==> src/iac_pkg.sv <==
// ----------------------------------------------------------------------------
// Intruder alarm controller package
// Shared types and constants for the alarm controller and its step logic.
// ----------------------------------------------------------------------------
`default_nettype none

package iac_pkg;

    localparam int MODE_W  = 3;
    localparam int TONE_W  = 2;
    localparam int KEY_W   = 4;
    localparam int CFG_W   = 16;
    localparam int CODE_W  = 12;
    localparam int CIDX_W  = 3;

    localparam logic [MODE_W-1:0] MODE_OFF     = 3'd0;
    localparam logic [MODE_W-1:0] MODE_ON      = 3'd1;
    localparam logic [MODE_W-1:0] MODE_ALARM   = 3'd2;
    localparam logic [MODE_W-1:0] MODE_STANDBY = 3'd3;
    localparam logic [MODE_W-1:0] MODE_TIME    = 3'd4;

    localparam logic [TONE_W-1:0] TONE_SILENT = 2'd0;
    localparam logic [TONE_W-1:0] TONE_LOW    = 2'd1;
    localparam logic [TONE_W-1:0] TONE_HIGH   = 2'd2;

    localparam logic [KEY_W-1:0] KEY_STAR = 4'd12;

    localparam logic [CIDX_W-1:0] REG_EXIT_DELAY  = 3'd0;
    localparam logic [CIDX_W-1:0] REG_ACCESS_CODE = 3'd1;
    localparam logic [CIDX_W-1:0] REG_LED_TOGGLE  = 3'd2;
    localparam logic [CIDX_W-1:0] REG_BEEP_PERIOD = 3'd3;
    localparam logic [CIDX_W-1:0] REG_BEEP_ON     = 3'd4;

    localparam logic [CFG_W-1:0]  EXIT_DELAY_RST  = 16'd3000;
    localparam logic [CODE_W-1:0] ACCESS_CODE_RST = 12'h555;
    localparam logic [CFG_W-1:0]  LED_TOGGLE_RST  = 16'd300;
    localparam logic [CFG_W-1:0]  BEEP_PERIOD_RST = 16'd1000;
    localparam logic [CFG_W-1:0]  BEEP_ON_RST     = 16'd250;

    typedef struct packed {
        logic [CFG_W-1:0]  exit_delay_ticks;
        logic [CODE_W-1:0] access_code;
        logic [CFG_W-1:0]  led_toggle_ticks;
        logic [CFG_W-1:0]  beep_period_ticks;
        logic [CFG_W-1:0]  beep_on_ticks;
    } cfg_t;

    typedef struct packed {
        logic             tick;
        logic             motion;
        logic             key_valid;
        logic [KEY_W-1:0] key_index;
    } item_t;

    typedef struct packed {
        logic [MODE_W-1:0] alarm_mode;
        logic              led_on;
        logic [TONE_W-1:0] tone_code;
    } result_t;

endpackage

`default_nettype wire

==> src/iac_core.sv <==
// ----------------------------------------------------------------------------
// Alarm controller step logic
// Holds the mode, delay, code entry, LED and beep state and advances it by
// one request whenever step_en is high.
// ----------------------------------------------------------------------------
`default_nettype none

module iac_core
    import iac_pkg::*;
#(
    parameter int CODE_DIGITS = 3,
    parameter int COUNT_WIDTH = 16
)
(
    input  wire logic    clk,
    input  wire logic    rst_n,
    input  wire logic    step_en,
    input  wire item_t   item,
    input  wire cfg_t    cfg,
    output result_t      result_next
);

    localparam int CODE_BITS = 4 * CODE_DIGITS;
    localparam int DCNT_W    = $clog2(CODE_DIGITS + 1);
    localparam logic [COUNT_WIDTH-1:0] CNT_MAX = {COUNT_WIDTH{1'b1}};

    function automatic logic [COUNT_WIDTH-1:0] sat_inc(input logic [COUNT_WIDTH-1:0] v);
        logic [COUNT_WIDTH-1:0] r;
        r = (v == CNT_MAX) ? v : v + 1'b1;
        return r;
    endfunction

    logic [MODE_W-1:0]      mode_reg, mode_next;
    logic                   run_reg, run_next;
    logic [COUNT_WIDTH-1:0] dcnt_reg, dcnt_next;
    logic [CODE_BITS-1:0]   buf_reg, buf_next;
    logic [DCNT_W-1:0]      digits_reg, digits_next;
    logic                   led_reg, led_next;
    logic [COUNT_WIDTH-1:0] lcnt_reg, lcnt_next;
    logic [COUNT_WIDTH-1:0] bcnt_reg, bcnt_next;

    logic [COUNT_WIDTH-1:0] bcnt_inc;
    logic [CODE_BITS-1:0]   code_ext;
    logic [31:0]            code_wide;

    // The access code register is sized for three digits; other digit counts
    // truncate or zero-extend it.
    assign code_wide = 32'(cfg.access_code);
    assign code_ext  = code_wide[CODE_BITS-1:0];
    assign bcnt_inc  = sat_inc(bcnt_reg);

    always_comb
    begin
        mode_next   = mode_reg;
        run_next    = run_reg;
        dcnt_next   = dcnt_reg;
        buf_next    = buf_reg;
        digits_next = digits_reg;
        led_next    = led_reg;
        lcnt_next   = lcnt_reg;
        bcnt_next   = bcnt_reg;

        if (mode_next == MODE_ON && item.motion)
        begin
            mode_next = MODE_TIME;
            run_next  = 1'b1;
            dcnt_next = '0;
        end

        if (item.tick && run_next)
        begin
            dcnt_next = sat_inc(dcnt_next);
            if (32'(dcnt_next) > 32'(cfg.exit_delay_ticks))
            begin
                if (mode_next == MODE_STANDBY)
                    mode_next = MODE_ON;
                else if (mode_next == MODE_TIME)
                    mode_next = MODE_ALARM;
            end
        end

        if (item.key_valid)
        begin
            if (item.key_index == KEY_STAR)
            begin
                mode_next = MODE_STANDBY;
                run_next  = 1'b1;
                dcnt_next = '0;
            end
            else
            begin
                buf_next    = CODE_BITS'({buf_reg, item.key_index});
                digits_next = digits_reg + 1'b1;
                if (digits_next >= DCNT_W'(CODE_DIGITS))
                begin
                    if (buf_next == code_ext)
                    begin
                        mode_next = MODE_OFF;
                        run_next  = 1'b0;
                        dcnt_next = '0;
                    end
                    buf_next    = '0;
                    digits_next = '0;
                end
            end
        end

        if (item.tick)
        begin
            lcnt_next = sat_inc(lcnt_reg);
            if (32'(lcnt_next) >= 32'(cfg.led_toggle_ticks))
            begin
                lcnt_next = '0;
                if (mode_next == MODE_OFF)
                    led_next = 1'b0;
                else if (mode_next == MODE_ON)
                    led_next = 1'b1;
                else
                    led_next = !led_reg;
            end
            bcnt_next = (32'(bcnt_inc) >= 32'(cfg.beep_period_ticks)) ? '0 : bcnt_inc;
        end

        result_next.alarm_mode = mode_next;
        result_next.led_on     = led_next;
        if (mode_next == MODE_ALARM)
            result_next.tone_code = TONE_HIGH;
        else if ((mode_next == MODE_STANDBY || mode_next == MODE_TIME) &&
                 32'(bcnt_next) < 32'(cfg.beep_on_ticks))
            result_next.tone_code = TONE_LOW;
        else
            result_next.tone_code = TONE_SILENT;
    end

    always_ff @(posedge clk or negedge rst_n)
    begin
        if (!rst_n)
        begin
            mode_reg   <= MODE_OFF;
            run_reg    <= 1'b0;
            dcnt_reg   <= '0;
            buf_reg    <= '0;
            digits_reg <= '0;
            led_reg    <= 1'b0;
            lcnt_reg   <= '0;
            bcnt_reg   <= '0;
        end
        else if (step_en)
        begin
            mode_reg   <= mode_next;
            run_reg    <= run_next;
            dcnt_reg   <= dcnt_next;
            buf_reg    <= buf_next;
            digits_reg <= digits_next;
            led_reg    <= led_next;
            lcnt_reg   <= lcnt_next;
            bcnt_reg   <= bcnt_next;
        end
    end

endmodule

`default_nettype wire

==> src/intruder_alarm_controller_unit.sv <==
// Path: a request passes through the input register, then the result
// register; it waits in the input register while the output stalls.
// Throughput: one request per cycle; the step logic updates all state for
// each request, so only output backpressure slows acceptance.
// Reset: asynchronous, active low; the mode goes to off, all counters clear
// and the configuration registers return to their default values.
// ----------------------------------------------------------------------------
// Intruder alarm controller
// Burglar alarm with exit and entry delay, keypad code entry, blinking LED
// and warning tones, at most one millisecond tick per request.
// ----------------------------------------------------------------------------
`default_nettype none

module intruder_alarm_controller_unit
    import iac_pkg::*;
#(
    parameter int CODE_DIGITS = 3,
    parameter int COUNT_WIDTH = 16
)
(
    input  wire logic              clk,
    input  wire logic              rst_n,
    input  wire logic              cfg_write_en,
    input  wire logic [CIDX_W-1:0] cfg_index,
    input  wire logic [CFG_W-1:0]  cfg_data,
    input  wire logic              in_valid,
    output logic                   in_ready,
    input  wire logic              tick,
    input  wire logic              motion,
    input  wire logic              key_valid,
    input  wire logic [KEY_W-1:0]  key_index,
    output logic                   out_valid,
    input  wire logic              out_ready,
    output logic [MODE_W-1:0]      alarm_mode,
    output logic                   led_on,
    output logic [TONE_W-1:0]      tone_code
);

    cfg_t    cfg_reg;
    item_t   item_reg;
    logic    item_valid_reg;
    result_t result_reg;
    result_t result_next;
    logic    step_en;

    // The registered request moves on when the result register is free or
    // being emptied in the same cycle.
    assign step_en  = item_valid_reg && (!out_valid || out_ready);
    assign in_ready = !item_valid_reg || step_en;

    always_ff @(posedge clk or negedge rst_n)
    begin
        if (!rst_n)
        begin
            cfg_reg.exit_delay_ticks  <= EXIT_DELAY_RST;
            cfg_reg.access_code       <= ACCESS_CODE_RST;
            cfg_reg.led_toggle_ticks  <= LED_TOGGLE_RST;
            cfg_reg.beep_period_ticks <= BEEP_PERIOD_RST;
            cfg_reg.beep_on_ticks     <= BEEP_ON_RST;
        end
        else if (cfg_write_en)
        begin
            unique case (cfg_index)
                REG_EXIT_DELAY:  cfg_reg.exit_delay_ticks  <= cfg_data;
                REG_ACCESS_CODE: cfg_reg.access_code       <= cfg_data[CODE_W-1:0];
                REG_LED_TOGGLE:  cfg_reg.led_toggle_ticks  <= cfg_data;
                REG_BEEP_PERIOD: cfg_reg.beep_period_ticks <= cfg_data;
                REG_BEEP_ON:     cfg_reg.beep_on_ticks     <= cfg_data;
                default:         ;
            endcase
        end
    end

    always_ff @(posedge clk or negedge rst_n)
    begin
        if (!rst_n)
        begin
            item_valid_reg <= 1'b0;
            out_valid      <= 1'b0;
        end
        else
        begin
            if (in_ready)
                item_valid_reg <= in_valid;
            if (step_en)
                out_valid <= 1'b1;
            else if (out_ready)
                out_valid <= 1'b0;
        end
    end

    always_ff @(posedge clk)
    begin
        if (in_valid && in_ready)
        begin
            item_reg.tick      <= tick;
            item_reg.motion    <= motion;
            item_reg.key_valid <= key_valid;
            item_reg.key_index <= key_index;
        end
        if (step_en)
            result_reg <= result_next;
    end

    iac_core #(
        .CODE_DIGITS (CODE_DIGITS),
        .COUNT_WIDTH (COUNT_WIDTH)
    ) u_core (
        .clk         (clk),
        .rst_n       (rst_n),
        .step_en     (step_en),
        .item        (item_reg),
        .cfg         (cfg_reg),
        .result_next (result_next)
    );

    assign alarm_mode = result_reg.alarm_mode;
    assign led_on     = result_reg.led_on;
    assign tone_code  = result_reg.tone_code;

endmodule

`default_nettype wire
==> config.mk <==
export PLATFORM = sky130hd
export DESIGN_NAME = intruder_alarm_controller_unit
export DESIGN_NICKNAME = d
export VERILOG_FILES = /design/src/iac_pkg.sv /design/src/iac_core.sv /design/src/intruder_alarm_controller_unit.sv
export SDC_FILE = /design/constraint.sdc
export NUM_CORES = 1
export LEC_CHECK = 0
export ABC_AREA = 0
export BUFFER_PORTS_ARGS = -buffer_cell sky130_fd_sc_hd__buf_2
export CORE_MARGIN = 5
export CORE_UTILIZATION = 50
export CTS_CLUSTER_DIAMETER = 200
export DETAILED_ROUTE_END_ITERATION = 12
export GPL_ROUTABILITY_DRIVEN = 0
export PLACE_DENSITY = 0.64
export SLEW_MARGIN = 30
export SYNTH_ARGS = -nofsm -noshare
export SYNTH_HDL_FRONTEND = slang
export SYNTH_SLANG_ARGS = --single-unit
==> constraint.sdc <==
create_clock -name clk -period 5.52 [get_ports clk]
set_input_delay 0.276 -clock clk [delete_from_list [all_inputs] [get_ports clk]]
set_output_delay 0.276 -clock clk [all_outputs]
set_load 0.01 [all_outputs]
==> out/metrics.yaml <==
setup_path:
  path_class: "reg -> reg"
  startpoint: "u_core.bcnt_reg[0]"
  cp-end-kind: "flop"
  r2r_start: "u_core.bcnt_reg[0]"
  cp_max_fo: 9
  startpoint_type: "flop"
  cp_data_required_time_ns: 5.79
  slowest_delay_ns: 0.45
  crit_chain: "ha_1, nand2_1, nor4b_4, nand2_1, nand3_1, nor2_1, xor2_1, ha_1, a21o_1, a211o_1, a211o_1, a21o_1, o21ai_0, a22o_1, ha_1, a211oi_1, o21ai_1, a221o_1, a21oi_1, o21ai_1, nor3_1"
  cp_common_cell: "ha_1"
  cp_slowest_cell: "dfrtp_1"
  worstPathArrival_ns: 5.36
flow_run:
  cap_violations: 0
floorplanning:
  dieWidth_um: 145
  fp.coreArea_sq_mm: 0.0179
  chipHeight_um: 145
  die_area_sq_mm: 0.0209
  row_count: 49
  boundaryPins: 39
  initial_core_util_pct: 50.6
drt:
  drc: 0
  vias_per_cell: 5.66
  num_vias: 7034
  firstDrtPassIters: 5
  wl_per_cell_um: 17.2
  first_iter_violations: 429
  routed_wl_um: 21300
  drt.antenna.violating_nets: 0
finish:
  final-instance-count-excl-fill: 1243
  nets: 1098
  fillerInstances: 1604
  multi_input_area_sq_mm: 0.00470
  largest_reg_flops: 76
  register_area_sq_mm: 0.00396
  antennaDiodeCount: 0
  syn2layout_area_growth_pct: 11.9
  drive_gt1_share_pct: 15.8
  fin_util_pct: 56.6
cts:
  root_buffer: "clkbuf_16"
  clk_pin_slew_ns: 0.07
  cts_tree: "built"
  cts_buffers: 17
  cts_htree_levels: 4
  worst_skew_pair.late_latency_ns: 0.43
  clockBufferDepth: 2
  cts_sinks: 154
logic_synthesis:
  synth_top_cell_by_area: "dfrtp_1"
  synth_ff_type: "dfrtp_1"
  synth_area_per_cell_sq_um: 9.44
  ys_warn_count: 0
  yosys-top-cells-area: "dfrtp_1 31%, ha_1 9.1%, dfstp_2 8.4%"
  async_flop_share_pct: 91.6
  syn_area_sq_mm: 0.00906
  synth.distinct_cells: 65
  ys_seq_elements: 154
  synth_edf_count: 13
  synth_nets: 1057
  synth_top_area_share_pct: 30.9
  yosysSeqAreaShare_pct: 43.6
  synthCells: 960
grt:
  grt_first_pass_wirelength_um: 35900
  antenna_found_initial: 0
  grtUsageTotal_pct: 22.0
  grt_pass1_vias: 6919
  grt_overflow: 0
  grt_max_degree: 88
timing:
  timing.fmax_ghz: 0.196
  finalClockSkew_ns: 0.00784
  fin_setup_tns_ns: 0
  setup_viol: 0
  slew_violations: 0
  report.final.hold_viol_count: 0
  worst_slack_ns: 0.430
  maxSlewHeadroom_pct: 40.0
  worstMarginPinSlew_ns: 0.897
  period_needed_ns: 5.09
  rsz0062_at_grt: "false"
  timing.final.crit_share_pct: 92.2
placed_design:
  preCtsSetupSlack_ns: 0.277
  dp_cells: 1205
  io_buffer_count: 38
  dpl.hpwl_um: 15400
status:
  status: "finished, final reports clean"
power:
  p_per_area_mw_per_mm2: 372
  p_leak_nw: 4.70
  vdd_ir_drop_max_uv: 293
hold_path:
  min_from: "tick"
  hold_class: "in -> reg"
[final cells by class]
cell class | count | area share, %
Multi-Input combinational cell | 690 | 46.3
Sequential cell | 154 | 39.0
Timing Repair Buffer | 52 | 3.12
Tap cell | 229 | 2.83
Inverter | 86 | 3.18
Clock inverter | 13 | 1.09
Clock buffer | 19 | 4.47
[path summary, 6_finish.rpt]
path / end / slack [ns] / depth (start not counted)
max in group asynchronous: u_core.lcnt_reg[5] / 3.76 / 3
min in group asynchronous: u_core.lcnt_reg[10] / 0.47 / 2
worst max-delay path: tone_code[0] / 0.43 / 21
worst min-delay path: item_reg[6] / 0.02 / 1
worst min register to register: u_core.buf_reg[4] / 0.50 / 2
worst max register to register: tone_code[0] / 0.43 / 21
[worst max-delay path: cells and delay by family, from the launching register on]
family | cells | cell delay, ns
XOR/XNOR | 1 | 0.21
AND/OR/NAND/NOR | 6 | 1.19
AO/OA/AOI/OAI | 11 | 2.29
flip-flops | 1 | 0.45
adder cells (fa/ha/maj) | 3 | 0.78
[metal layers]
metal | up-vias | wire, um | share of wire, % | global-route usage [%]
met4 | 0 | 334 | 1.6 | 6.68
met3 | 29 | 953 | 4.5 | 4.43
li1 | 3484 | - | - | -
met2 | 151 | 9990 | 47 | 35.3
met5 | - | 0 | 0 | 0
met1 | 3370 | 10100 | 47 | 30.2
[cell usage after synthesis (18+ instances only)]
cell / instances
o21ai_0: 82
clkbuf_1: 26
ha_1: 66
xor2_1: 22
nor3_1: 20
dfrtp_1: 112
inv_1: 85
nand4_1: 18
dfstp_2: 29
nor2_1: 49
a21oi_1: 39
xnor2_1: 22
nand3_1: 26
nand2_1: 126
mux2_2: 33
a21o_1: 18
a22o_1: 29
[cells by family after synthesis]
| group | Yosys count | share of synthesized area, % |
|---|---|---|
| fa+ha+maj | 66 | 9.11 |
| simple gates | 305 | 16.3 |
| flops | 154 | 43.6 |
| compound gates | 238 | 17.3 |
| xor+xnor | 44 | 4.25 |
| buf+inv | 116 | 4.85 |
| mux | 37 | 4.54 |
[cell usage in the layout (no fill, tap or decap), types with 5 or more instances in the layout]
cell type	netlist	final
clkinv_4	0	5
a22o_1	29	29
mux2_2	33	33
dfstp_2	29	29
dlygate4sd3_1	0	6
buf_2	3	37
and3_1	15	15
edfxtp_1	13	13
ha_1	66	66
o22ai_1	6	6
xor2_1	22	22
a21oi_1	39	38
xnor2_1	22	22
nor2b_1	7	7
nor2_1	49	49
a211oi_1	5	5
inv_1	85	85
dfrtp_1	112	112
nand3_1	26	26
nor3_1	20	19
nand2b_1	12	12
a21o_1	18	18
and2_1	6	6
a31oi_1	11	11
clkbuf_16	0	17
or3_1	5	5
and4_1	7	7
nand4_1	18	18
buf_4	0	8
nand2_1	126	126
o21ai_1	9	9
o21ai_0	82	82
[timing repair]
action / 4_1_cts / 5_1_grt
setup endpoints to repair: 0 / 1
hold endpoints to repair: 80 / 1
hold buffers: 5 / 1
buffers inserted: 0 / 0
gates resized for setup: 0 / 3
[metrics by stage]
stage | hold WS [ns] | total power [W] | cell area (sq um)
final | 0.0188 | 0.00377 | 10100
after global routing | 0.00372 | 0.00404 | 10100
after CTS | 0.00405 | 0.00379 | 10100
after detailed placement | 0.407 | 0.00265 | 9500
after global placement | 0.403 | 0.00263 | 9500
after floorplan | -0.0196 | 0.00234 | 9060
[power breakdown]
part | switching [W] | leakage, nW | internal [W]
combinational | 0.000627 | 2.55 | 0.000450
sequential | 0.000169 | 1.87 | 0.00140
clock | 0.000512 | 0.278 | 0.000611
(Power assumes the default switching activity.)
